$ cat src/sv/rgb_gaussian_blur_3x3_core_assert.svh
// assertion macros for the gaussian blur core
// used by the queue, front and back modules; needs nothing else
`ifndef RGB_GAUSSIAN_BLUR_3X3_CORE_ASSERT_SVH
`define RGB_GAUSSIAN_BLUR_3X3_CORE_ASSERT_SVH

// same-cycle implication, checked out of reset
`define RGBGB_ASSERT_IMPL(lbl, clk, rst_n, ante, cons) \
    lbl: assert property (@(posedge clk) disable iff (!rst_n) (ante) |-> (cons)) \
        else $error("rgbgb assertion failed");

// next-cycle implication, checked out of reset
`define RGBGB_ASSERT_NEXT(lbl, clk, rst_n, ante, cons) \
    lbl: assert property (@(posedge clk) disable iff (!rst_n) (ante) |=> (cons)) \
        else $error("rgbgb assertion failed");

`endif

$ cat src/sv/rgbgb_pkg.sv
// types, constants and tap functions shared by the gaussian blur core
// no dependencies
`default_nettype none

package rgbgb_pkg;

    localparam int CFG_W       = 12;
    localparam int CFG_INDEX_W = 1;
    localparam int HEIGHT_W    = 12;
    localparam int TAP_W       = 15;
    localparam int SUM_W       = 16;
    localparam int QUEUE_DEPTH = 4;
    localparam int QPTR_W      = $clog2(QUEUE_DEPTH);

    localparam logic [CFG_INDEX_W-1:0] REG_FRAME_WIDTH  = 1'b0;
    localparam logic [CFG_INDEX_W-1:0] REG_FRAME_HEIGHT = 1'b1;

    localparam logic [CFG_W-1:0] FRAME_WIDTH_RST  = 12'd1920;
    localparam logic [CFG_W-1:0] FRAME_HEIGHT_RST = 12'd1080;

    localparam logic OP_PIXEL = 1'b0;
    localparam logic OP_DRAIN = 1'b1;

    localparam int CH_RED   = 2;
    localparam int CH_GREEN = 1;
    localparam int CH_BLUE  = 0;

    localparam logic [TAP_W-1:0] W_CORNER = 15'd19;
    localparam logic [TAP_W-1:0] W_EDGE   = 15'd32;
    localparam logic [TAP_W-1:0] W_CENTRE = 15'd52;

    typedef logic [2:0][7:0] pix_t;

    typedef struct packed {
        pix_t top;
        pix_t mid;
        pix_t bot;
    } col_t;

    typedef struct packed {
        pix_t upper;
        pix_t middle;
    } line_word_t;

    typedef struct packed {
        col_t left;
        col_t centre;
        col_t right;
        logic emit_a;
        logic emit_b;
        logic eof;
    } q_entry_t;

    // weighted vertical sum of an outer column
    function automatic logic [TAP_W-1:0] side_tap(input logic [7:0] t, input logic [7:0] m,
                                                  input logic [7:0] b);
        logic [TAP_W-1:0] tb;
        tb = TAP_W'(t) + TAP_W'(b);
        return (tb * W_CORNER) + (TAP_W'(m) * W_EDGE);
    endfunction

    // weighted vertical sum of the centre column
    function automatic logic [TAP_W-1:0] centre_tap(input logic [7:0] t, input logic [7:0] m,
                                                    input logic [7:0] b);
        logic [TAP_W-1:0] tb;
        tb = TAP_W'(t) + TAP_W'(b);
        return (tb * W_EDGE) + (TAP_W'(m) * W_CENTRE);
    endfunction

endpackage

`default_nettype wire

$ cat src/sv/rgbgb_queue.sv
// short queue of window entries between the front and back parts
// depends on rgbgb_pkg and the assertion macro header
`default_nettype none
`include "rgb_gaussian_blur_3x3_core_assert.svh"

module rgbgb_queue (
    input  logic                clk,
    input  logic                rst_n,
    input  logic                push,
    input  rgbgb_pkg::q_entry_t push_entry,
    output logic                full,
    input  logic                pop,
    output rgbgb_pkg::q_entry_t head,
    output logic                not_empty
);

    localparam int DEPTH = rgbgb_pkg::QUEUE_DEPTH;
    localparam int PW    = rgbgb_pkg::QPTR_W;

    rgbgb_pkg::q_entry_t slot_reg [DEPTH];
    logic [PW-1:0] wr_ptr_reg, wr_ptr_next;
    logic [PW-1:0] rd_ptr_reg, rd_ptr_next;
    logic [PW:0]   count_reg, count_next;

    assign full      = (count_reg == (PW+1)'(DEPTH));
    assign not_empty = (count_reg != '0);
    assign head      = slot_reg[rd_ptr_reg];

    always_comb
    begin
        wr_ptr_next = push ? wr_ptr_reg + PW'(1) : wr_ptr_reg;
        rd_ptr_next = pop ? rd_ptr_reg + PW'(1) : rd_ptr_reg;
        count_next  = count_reg + (PW+1)'(push) - (PW+1)'(pop);
    end

    always_ff @(posedge clk or negedge rst_n)
    begin
        if (!rst_n)
        begin
            wr_ptr_reg <= '0;
            rd_ptr_reg <= '0;
            count_reg  <= '0;
        end
        else
        begin
            wr_ptr_reg <= wr_ptr_next;
            rd_ptr_reg <= rd_ptr_next;
            count_reg  <= count_next;
        end
    end

    always_ff @(posedge clk)
    begin
        if (push)
        begin
            slot_reg[wr_ptr_reg] <= push_entry;
        end
    end

    `RGBGB_ASSERT_IMPL(a_q_no_overflow, clk, rst_n, push, !full)
    `RGBGB_ASSERT_IMPL(a_q_no_underflow, clk, rst_n, pop, not_empty)
    `RGBGB_ASSERT_IMPL(a_q_count_bound, clk, rst_n, 1'b1, count_reg <= (PW+1)'(DEPTH))

endmodule

`default_nettype wire

$ cat config.mk
export PLATFORM = sky130hd
export DESIGN_NAME = rgbgb_queue
export DESIGN_NICKNAME = d
export VERILOG_FILES = /design/src/sv/rgbgb_pkg.sv /design/src/sv/rgbgb_queue.sv
export VERILOG_INCLUDE_DIRS = /design/src /design/src/sv
export SDC_FILE = /design/constraint.sdc
export NUM_CORES = 1
export LEC_CHECK = 0
export ABC_CLOCK_PERIOD_IN_PS = 13900
export BUFFER_PORTS_ARGS = -buffer_cell sky130_fd_sc_hd__buf_2
export CAP_MARGIN = 20
export CORE_MARGIN = 2
export CORE_UTILIZATION = 60
export DETAILED_ROUTE_END_ITERATION = 12
export GPL_ROUTABILITY_DRIVEN = 0
export PLACE_DENSITY_LB_ADDON = 0.3
export SYNTH_ARGS = -nofsm -noshare
export SYNTH_HDL_FRONTEND = slang
export SYNTH_SLANG_ARGS = --single-unit
$ cat constraint.sdc
create_clock -name clk -period 13.9 [get_ports clk]
set_input_delay 1.39 -clock clk [delete_from_list [all_inputs] [get_ports clk]]
set_output_delay 1.39 -clock clk [all_outputs]
set_load 0.05 [all_outputs]
==> reports/results.tsv <==
stage	metric	value	unit
critical_path	Critical Path Source	rd_ptr_reg[0]$_DFFE_PN0P_	
cts	Skew-Pair Late Insertion Delay	0.63	ns
critical_path	slowest CP cell	dfrtp_4	
drt	post-DR vias/cell	5.930	
place	post-DP HPWL	38.63	mm
floorplanning	standard-cell row count	84	
global_routing	first-pass GRT wire length	97.44	mm
timing	worst slew pin tran	1.053	ns
logic_synthesis	synthesized net count	1408	
timing	Final Slew Violations	0	
timing	clock period minus worst slack	5.590	ns
flow_run	Max-Cap Viols	0	
logic_synthesis	Primary FF master, synth	edfxtp_1	
timing	RSZ-0062 raised after global routing	no	
cts	Clock Path Buffers	3	
drt	DR pass1 iterations	5	
final_layout	layout cells sized above 1	46.02	%
drt	1st-iter DRT viols	1092	
drt	post-route ant nets	0	
min_path	Min-Delay Path Class	flop to flop	
final_layout	max reg flops	876	
timing	max_slew headroom	29.80	%
drt	vias	14530	
timing	Max Clock Freq	178.9	MHz
critical_path	worst reg2reg startpoint	wr_ptr_reg[0]$_DFFE_PN0P_	
critical_path	CP Max Fanout	44	
logic_synthesis	Avg Synthesized Cell Area	27.25	µm²
min_path	Hold EP	wr_ptr_reg[0]$_DFFE_PN0P_	
cts	count of cells resized by post-cts repair	0	
min_path	Hold Crit Depth	1	
global_routing	total track usage	23.95	%
cts	Inserted Clock Buffers	86	
timing	Final Hold Viols	0	
cts	Clock Pin Slew Worst Setup and Hold Paths	0.06	ns
final_layout	nets	1907	
critical_path	cell family with most CP delay	buffers and inverters	
drt	Routed WL	65.45	mm
cts	Setup Fix Bufs, Post-CTS	0	
timing	WHS	0.5547	ns
global_routing	vias in the first global route	15490	
logic_synthesis	Synth cell types	20	
global_routing	global routing's busiest layer	met2	
global_routing	pin count of the biggest net entering global routing	155	
global_routing	GR Overflow Total	0	
critical_path	crit start category	flop	
global_routing	initial antenna violation count	25	
run_status	outcome	finished clean	
critical_path	Arrival @ worst endpoint	4.20	ns
global_routing	met3 usage	8.009	%
drt	remaining routing DRC violations	0	
place	placed cell count	2277	
critical_path	CP bufs+invs	3	
logic_synthesis	Synth warnings	0	
power	pwr dens	251.7	nW/µm²
power	leakage	12.83	nW
logic_synthesis	Cells after Synth	1178	
cts	root buffer cell	clkbuf_16	
floorplanning	initial cell density of the core	60.85	%
logic_synthesis	Seq cells post-synth	883	
place	Port Buffers	443	
cts	H-tree lvl count	3	
min_path	Min-Delay Startpoint	wr_ptr_reg[0]$_DFFE_PN0P_	
cts	# hold bufs at CTS	0	
timing	TNS Setup	0	ns
floorplanning	full die area	55370	µm²
critical_path	CP most frequent cell	buf_4	
logic_synthesis	cell area after synthesis	32100	µm²
timing	Setup-failing EPs final	0	
cts	CTS tree	yes	
floorplanning	chip width	235.3	µm
critical_path	Critical Path, Cell by Cell	buf_4, buf_4, mux4_2, buf_2	
final_layout	fin cells	2451	
timing	final setup skew	0.01726	ns
global_routing	GR Util met2	39.79	%
floorplanning	Ports	444	
critical_path	critical path capture point type	output port	
drt	routed len/inst	26.70	µm
logic_synthesis	Post-synth EDFFs	876	
logic_synthesis	Seq/Total Area, Yosys	82.48	%
floorplanning	Core ar.	52760	µm²
critical_path	Critical R2R Capture	slot_reg[0][128]$_DFFE_PP_	
logic_synthesis	FFs w/ async S/R, synth	0.7928	%
power	Worst VDD drop	170.4	µV
cts	Sink Count	883	
final_layout	P&R area growth vs syn	17.35	%
critical_path	Worst Path Required	12.51	ns
global_routing	M1 GR Usage	29.64	%
critical_path	crit path kind	flop to output port	
critical_path	worst reg-to-reg path cell count	5	
critical_path	slowest cell delay on critical path	0.98	ns
floorplanning	Die Ht	235.3	µm
timing	Tcrit/Tclk final	40.22	%
critical_path	flop2flop setup slack	10.42	ns
[kinds of logic after synthesis]
family                     synth area share (%)
DFF                                       82.48
and+or+nand+nor                          0.1403
xor gates and xnor gates                 0.1364
AOI/OAI and AO/OA                       0.01557
buffers and inverters                     1.567
adders and majority gates                0.2962
muxes                                     15.36
[cell usage in the layout, fill, tap and decap left out, drive strengths merged]
master	count
edfxtp	876
buf	460
mux4	219
clkbuf	107
clkinv	37
diode	16
inv	9
bufinv	8
dfrtp	7
ha	6
and2	4
xnor2	3
clkinvlp	3
xor2	2
nand2	2
or3	1
and3	1
o21ai	1
fa	1
[worst reg2reg max path: stages (launching register included)]
cell	delay (ns)
dfrtp_1	0.43
inv_1	0.12
ha_1	0.16
and2_4	0.66
buf_4	0.76
buf_4	0.92
[through the flow]
step	utilization [%]	setup WS, ns	cell area [µm²]	total power (W)
after floorplan	-	6.943	32100	0.006620
after global placement	66.07	8.823	34860	0.007237
after detailed placement	66.07	8.841	34860	0.007284
after CTS	71.33	8.122	37630	0.009581
after global routing	71.38	7.946	37660	0.009810
final	71.40	8.310	37670	0.009484
[worst max path at each step]
stage,endpoint,cells after the start,slack [ns]
2_1_floorplan,slot_reg[0][0]$_DFFE_PP_,1,6.94
3_3_place_gp,head[35],4,8.82
3_5_place_dp,head[120],4,8.84
4_1_cts,head[101],4,8.12
5_1_grt,head[101],4,7.95
6_report,head[101],4,8.31
[synthesized netlist by cell type (all sizes together), types with 2 or more instances]
cell type / number / area [µm²]
ha: 6 / 75.07
inv: 6 / 22.52
xor2: 2 / 17.52
clkbuf: 3 / 11.26
dfrtp: 7 / 175.2
xnor2: 3 / 26.28
mux4: 219 / 4932
nand2: 2 / 7.510
and2: 4 / 25.02
buf: 46 / 469.2
edfxtp: 876 / 26310
[power breakdown]
group	total, W	internal, W	switching (W)
Combinational	0.00354	0.00101	0.00253
Clock	0.00227	0.00133	0.000938
Sequential	0.00368	0.00349	0.000193
Total	0.00948	0.00582	0.00366
[cell type report]
cell class,count,area (µm²)
inverters,6,22.52
well taps,688,860.8
repair buffers,460,2357
fillers,2984,15090
clock inverters,51,457.9
clock buffers,107,2316
diodes,16,40.04
multi-input cells,240,5131
flip-flops and latches,883,26490
[layer usage]
metal | wire (µm) | share of wire [%] | vias to the layer above
met5 | 106 | 0.16 | -
met1 | 23580 | 36 | 7663
li1 | - | - | 6164
met2 | 33890 | 52 | 581
met4 | 1735 | 2.7 | 18
met3 | 6129 | 9.4 | 108
Power figures use the tool's default switching activity.
