$ cat config.mk
export PLATFORM = sky130hd
export DESIGN_NAME = rgbgb_back
export DESIGN_NICKNAME = d
export VERILOG_FILES = /design/src/sv/rgbgb_pkg.sv /design/src/sv/rgbgb_back.sv
export VERILOG_INCLUDE_DIRS = /design/src /design/src/sv
export SDC_FILE = /design/constraint.sdc
export NUM_CORES = 1
export LEC_CHECK = 0
export ABC_AREA = 1
export BUFFER_PORTS_ARGS = -buffer_cell sky130_fd_sc_hd__buf_2
export CAP_MARGIN = 20
export CORE_MARGIN = 3
export CORE_UTILIZATION = 40
export DETAILED_ROUTE_END_ITERATION = 10
export GPL_ROUTABILITY_DRIVEN = 0
export GPL_TIMING_DRIVEN = 0
export PLACE_DENSITY = 0.66
export SYNTH_ARGS = -nofsm -noshare
export SYNTH_HDL_FRONTEND = slang
export SYNTH_SLANG_ARGS = --single-unit
$ cat constraint.sdc
create_clock -name clk -period 9.1 [get_ports clk]
set_clock_uncertainty 0.2 [all_clocks]
set_input_delay 0.91 -clock clk [delete_from_list [all_inputs] [get_ports clk]]
set_output_delay 0.91 -clock clk [all_outputs]
set_load 0.01 [all_outputs]
$ cat src/sv/rgb_gaussian_blur_3x3_core_assert.svh
// assertion macros for the gaussian blur core
// used by the queue, front and back modules; needs nothing else
`ifndef RGB_GAUSSIAN_BLUR_3X3_CORE_ASSERT_SVH
`define RGB_GAUSSIAN_BLUR_3X3_CORE_ASSERT_SVH

// same-cycle implication, checked out of reset
`define RGBGB_ASSERT_IMPL(lbl, clk, rst_n, ante, cons) \
    lbl: assert property (@(posedge clk) disable iff (!rst_n) (ante) |-> (cons)) \
        else $error("rgbgb assertion failed");

// next-cycle implication, checked out of reset
`define RGBGB_ASSERT_NEXT(lbl, clk, rst_n, ante, cons) \
    lbl: assert property (@(posedge clk) disable iff (!rst_n) (ante) |=> (cons)) \
        else $error("rgbgb assertion failed");

`endif

$ cat src/sv/rgbgb_pkg.sv
// types, constants and tap functions shared by the gaussian blur core
// no dependencies
`default_nettype none

package rgbgb_pkg;

    localparam int CFG_W       = 12;
    localparam int CFG_INDEX_W = 1;
    localparam int HEIGHT_W    = 12;
    localparam int TAP_W       = 15;
    localparam int SUM_W       = 16;
    localparam int QUEUE_DEPTH = 4;
    localparam int QPTR_W      = $clog2(QUEUE_DEPTH);

    localparam logic [CFG_INDEX_W-1:0] REG_FRAME_WIDTH  = 1'b0;
    localparam logic [CFG_INDEX_W-1:0] REG_FRAME_HEIGHT = 1'b1;

    localparam logic [CFG_W-1:0] FRAME_WIDTH_RST  = 12'd1920;
    localparam logic [CFG_W-1:0] FRAME_HEIGHT_RST = 12'd1080;

    localparam logic OP_PIXEL = 1'b0;
    localparam logic OP_DRAIN = 1'b1;

    localparam int CH_RED   = 2;
    localparam int CH_GREEN = 1;
    localparam int CH_BLUE  = 0;

    localparam logic [TAP_W-1:0] W_CORNER = 15'd19;
    localparam logic [TAP_W-1:0] W_EDGE   = 15'd32;
    localparam logic [TAP_W-1:0] W_CENTRE = 15'd52;

    typedef logic [2:0][7:0] pix_t;

    typedef struct packed {
        pix_t top;
        pix_t mid;
        pix_t bot;
    } col_t;

    typedef struct packed {
        pix_t upper;
        pix_t middle;
    } line_word_t;

    typedef struct packed {
        col_t left;
        col_t centre;
        col_t right;
        logic emit_a;
        logic emit_b;
        logic eof;
    } q_entry_t;

    // weighted vertical sum of an outer column
    function automatic logic [TAP_W-1:0] side_tap(input logic [7:0] t, input logic [7:0] m,
                                                  input logic [7:0] b);
        logic [TAP_W-1:0] tb;
        tb = TAP_W'(t) + TAP_W'(b);
        return (tb * W_CORNER) + (TAP_W'(m) * W_EDGE);
    endfunction

    // weighted vertical sum of the centre column
    function automatic logic [TAP_W-1:0] centre_tap(input logic [7:0] t, input logic [7:0] m,
                                                    input logic [7:0] b);
        logic [TAP_W-1:0] tb;
        tb = TAP_W'(t) + TAP_W'(b);
        return (tb * W_EDGE) + (TAP_W'(m) * W_CENTRE);
    endfunction

endpackage

`default_nettype wire

$ cat src/sv/rgbgb_back.sv
// back part: picks one or two results per queue entry, column taps,
// horizontal sum and output register; depends on rgbgb_pkg and the assertion header
`default_nettype none
`include "rgb_gaussian_blur_3x3_core_assert.svh"

module rgbgb_back (
    input  logic                clk,
    input  logic                rst_n,
    input  rgbgb_pkg::q_entry_t q_head,
    input  logic                q_valid,
    output logic                q_pop,
    output logic                out_valid,
    input  logic                out_stall,
    output logic [7:0]          out_red,
    output logic [7:0]          out_green,
    output logic [7:0]          out_blue,
    output logic                end_of_frame,
    output logic                run_last
);

    localparam int TW = rgbgb_pkg::TAP_W;
    localparam int SW = rgbgb_pkg::SUM_W;

    logic            phase_reg, phase_next;
    logic            take_a, sel_last, sel_eof, issue;
    rgbgb_pkg::col_t sel_l, sel_c, sel_r;

    logic          p1_valid_reg;
    logic          p1_eof_reg;
    logic          p1_last_reg;
    logic [TW-1:0] p1_l_reg [3];
    logic [TW-1:0] p1_c_reg [3];
    logic [TW-1:0] p1_r_reg [3];
    logic          p1_ready;

    logic            out_valid_reg;
    logic            out_eof_reg;
    logic            out_last_reg;
    rgbgb_pkg::pix_t out_pix_reg, out_pix_next;
    logic            out_free;

    // result select: full window first, then the right-edge copy
    assign take_a   = q_head.emit_a && !phase_reg;
    assign sel_last = !(take_a && q_head.emit_b);
    assign sel_eof  = take_a ? 1'b0 : q_head.eof;
    assign sel_l    = take_a ? q_head.left : q_head.centre;
    assign sel_c    = take_a ? q_head.centre : q_head.right;
    assign sel_r    = q_head.right;

    assign out_free   = !out_valid_reg || !out_stall;
    assign p1_ready   = !p1_valid_reg || out_free;
    assign issue      = q_valid && p1_ready;
    assign q_pop      = issue && sel_last;
    assign phase_next = issue ? !sel_last : phase_reg;

    always_ff @(posedge clk or negedge rst_n)
    begin
        if (!rst_n)
        begin
            phase_reg     <= 1'b0;
            p1_valid_reg  <= 1'b0;
            out_valid_reg <= 1'b0;
        end
        else
        begin
            phase_reg <= phase_next;
            if (p1_ready)
            begin
                p1_valid_reg <= issue;
            end
            if (out_free)
            begin
                out_valid_reg <= p1_valid_reg;
            end
        end
    end

    always_ff @(posedge clk)
    begin
        if (issue)
        begin
            p1_eof_reg  <= sel_eof;
            p1_last_reg <= sel_last;
            for (int ch = 0; ch < 3; ch++)
            begin
                p1_l_reg[ch] <= rgbgb_pkg::side_tap(sel_l.top[ch], sel_l.mid[ch], sel_l.bot[ch]);
                p1_c_reg[ch] <= rgbgb_pkg::centre_tap(sel_c.top[ch], sel_c.mid[ch],
                                                      sel_c.bot[ch]);
                p1_r_reg[ch] <= rgbgb_pkg::side_tap(sel_r.top[ch], sel_r.mid[ch], sel_r.bot[ch]);
            end
        end
    end

    // weights add up to 256, so the top byte of the sum never overflows
    always_comb
    begin
        logic [SW-1:0] sum;
        for (int ch = 0; ch < 3; ch++)
        begin
            sum = SW'(p1_l_reg[ch]) + SW'(p1_c_reg[ch]) + SW'(p1_r_reg[ch]);
            out_pix_next[ch] = sum[SW-1:SW-8];
        end
    end

    always_ff @(posedge clk)
    begin
        if (out_free && p1_valid_reg)
        begin
            out_pix_reg  <= out_pix_next;
            out_eof_reg  <= p1_eof_reg;
            out_last_reg <= p1_last_reg;
        end
    end

    assign out_valid    = out_valid_reg;
    assign out_red      = out_pix_reg[rgbgb_pkg::CH_RED];
    assign out_green    = out_pix_reg[rgbgb_pkg::CH_GREEN];
    assign out_blue     = out_pix_reg[rgbgb_pkg::CH_BLUE];
    assign end_of_frame = out_eof_reg;
    assign run_last     = out_last_reg;

    `RGBGB_ASSERT_IMPL(a_phase_pending, clk, rst_n, phase_reg,
                       q_valid && q_head.emit_a && q_head.emit_b)

endmodule

`default_nettype wire

==> flow_summary.ini <==
[routing]
avgRoutedWirePerCell_um = 16.8
drt_first_pass_iters = 6
ant_nets = 0
num_vias = 19400
drt_iter0_markers = 1417
via_per_inst = 4.91
drt_wl_total_mm = 66.5
drc = 0

[clocking]
clk_latency_ns = 0.49
htree_levels = 4
cts_buffers = 17
clock_path_buffers = 2
cts_sinks = 160
cts_root_buf = clkbuf_16
cts.clk_slew.worst_paths_ns = 0.06
cts_resized = 0
cts_tree = yes

[die]
core_area_um2 = 55200
chipHeight_um = 243
rows = 86
die-width_um = 243
dieArea_um2 = 58800
initial_core_util = 0.406
boundaryPins = 251

[global_route]
grt_pass1_wl_mm = 102
antenna_found_initial = 6
grt_max_degree = 89
grt_usage = 0.226
grt_pass1_vias = 18600
grt.overflow.total = 0

[timing]
hold_viol_final = 0
post-route-min-period_ns = 6.11
finalCritPeriodShare = 0.672
report.final.slew_viol_count = 0
setup_viol = 0
worstMarginPinSlew_ns = 0.877
fin_ws_ns = 2.99
relSlewSlack = 0.415
fin_tns_setup_ns = 0
rsz0062_at_grt = false
fmax_mhz = 164

[synth]
yosysWarnings = 0
syn_nets = 3667
synth_mux_area_frac = 0
synthesis.area_um2 = 22400
synth_flop_cell = edfxtp_1
syn_inst = 2925
synth_compound_area_frac = 0.0841
synth.yosys.seq_area_share = 0.214
ys_seq_elements = 160
synth_top_family_by_area = adder cells
yosys.area_share.adder = 0.336
async_reset_ff_frac = 0.0188
synth.avg_cell_area_um2 = 7.65
synth_cell_type_count = 32
synth_edf_count = 157
synth_xor_area_frac = 0.0458
yosys.area_share.simple = 0.207

[critical_path]
cp_data_required_time_ns = 9.13
cp_slowest_cell = fa_1
r2r_end = p1_l_reg[0][28]$_DFFE_PP_
ff2ff_setup_slack_ns = 3.06
slowest_delay_ns = 0.52
end_kind = flip-flop
cp_common_cell = nand2_1
path_class = input port to flip-flop
r2r_start = phase_reg$_DFFE_PN0P_
critPathMaxFanout = 11
arrival_ns = 6.14
cp-start-kind = input port
r2r_cells = 28

[status]
outcome = finished clean

[cells_and_area]
nNetsFinal = 3939
nFillCells = 5580
syn_to_final_growth_pct = 12.9
drive_gt1_frac = 0.106

[hold_path]
hold_class = flip-flop to flip-flop
hp-start = p1_eof_reg$_SDFFCE_PN0P_
hold_end = end_of_frame$_DFFE_PP_
hold_path_depth = 0

[flow_run]
cap_violations = 0

[placement]
dp_hpwl_mm = 57.5
io_buffers = 250
preCtsSetupSlack_ns = 2.53
## metrics by stage
step / std cells / hold slack, ns / instance area (µm²) / util
6_report: 3961 / 0.218 / 25300 / 0.458
2_1_floorplan: 2925 / 0.200 / 22400 / -
4_1_cts: 3958 / 0.221 / 25300 / 0.458
5_1_grt: 3959 / 0.239 / 25300 / 0.458
3_5_place_dp: 3925 / 0.206 / 24600 / 0.446
3_3_place_gp: 3923 / 0.201 / 24600 / 0.445
## how the worst max path moves through the flow
stage          startpoint                        end  slack (ns)
2_1_floorplan   q_head[2]  p1_l_reg[0][28]$_DFFE_PP_        3.72
3_5_place_dp    q_head[2]  p1_l_reg[0][28]$_DFFE_PP_        2.53
6_report        q_head[2]  p1_l_reg[0][28]$_DFFE_PP_        2.99
5_1_grt         q_head[2]  p1_l_reg[0][27]$_DFFE_PP_        2.71
3_3_place_gp    q_head[2]  p1_l_reg[0][28]$_DFFE_PP_        2.57
4_1_cts         q_head[2]  p1_l_reg[0][28]$_DFFE_PP_        3.04
## cells in the final DEF (no fill, tap or decap), drive strengths merged
cell type	netlist	routed
clkbuf	3	25
inv	631	636
o21ai	147	147
a31oi	13	13
xnor2	30	30
or2	7	7
nor3	14	14
diode	0	3
nand2	799	799
ha	381	381
edfxtp	157	157
dlygate4sd3	0	1
dfrtp	3	3
a21oi	143	143
bufinv	0	3
a21boi	1	1
clkinvlp	0	1
clkinv	0	1
xor2	87	87
nor2	82	82
a21o	13	13
nand3b	1	1
buf	28	280
nand4	48	48
and2	6	6
fa	138	138
o21bai	23	23
o211ai	4	4
nand3	166	166
## cell type report
type	count	area, µm²	share of cell area
multi-input combinational	2103	15100	0.597
sequential	160	4790	0.190
antenna	3	7.51	0.000297
clock buffer	22	474	0.0188
inverter	631	2370	0.0939
buffer	31	161	0.00639
clock inverter	10	145	0.00574
tap	748	936	0.0370
timing repair buffer	253	1310	0.0518
## critical path: cells and delay by family
family	cells	cell delay, ns
adders and majority gates	6	2.32
buffers and inverters	8	1.29
and+or+nand+nor	11	0.94
AOI/OAI and AO/OA	3	0.68
## synthesized netlist by cell type, drive strengths merged, types with 3 or more instances
master  count  share of area
fa        138           0.12
o211ai      4         0.0016
xor2       87          0.034
nand3     166          0.037
nor2       82          0.014
buf        28         0.0067
o21bai     23         0.0077
dfrtp       3         0.0034
a21o       13         0.0044
a21oi     143          0.032
clkbuf      3        0.00050
edfxtp    157           0.21
o21ai     147          0.034
or2         7         0.0020
nand4      48          0.013
nor3       14         0.0045
nand2     799           0.13
xnor2      30          0.012
inv       631           0.11
and2        6         0.0017
a31oi      13         0.0036
ha        381           0.21
## routing by layer
| layer | global-route usage | up-vias | part of all wire |
|---|---|---|---|
| met3 | 0.0519 | 112 | 0.079 |
| met2 | 0.350 | 667 | 0.43 |
| met4 | 0.0917 | 4 | 0.039 |
| met1 | 0.306 | 8761 | 0.46 |
| li1 | - | 9903 | - |
| met5 | 0 | - | 0.00026 |
## logic make-up after synthesis
group	Yosys count
buf+inv	662
xor+xnor	117
fa+ha+maj	519
flops	160
simple gates	1123
compound gates	344
## timing repair
| action | 4_1_cts | 5_1_grt |
|---|---|---|
| setup buffers | 0 | 0 |
| hold buffers | 1 | 0 |
| endpoints found under the setup margin | 0 | 0 |
| hold endpoints to repair | 2 | 0 |
Power is not shown: default switching activity piles up to over one toggle a cycle in this logic, so the estimate is an artifact.
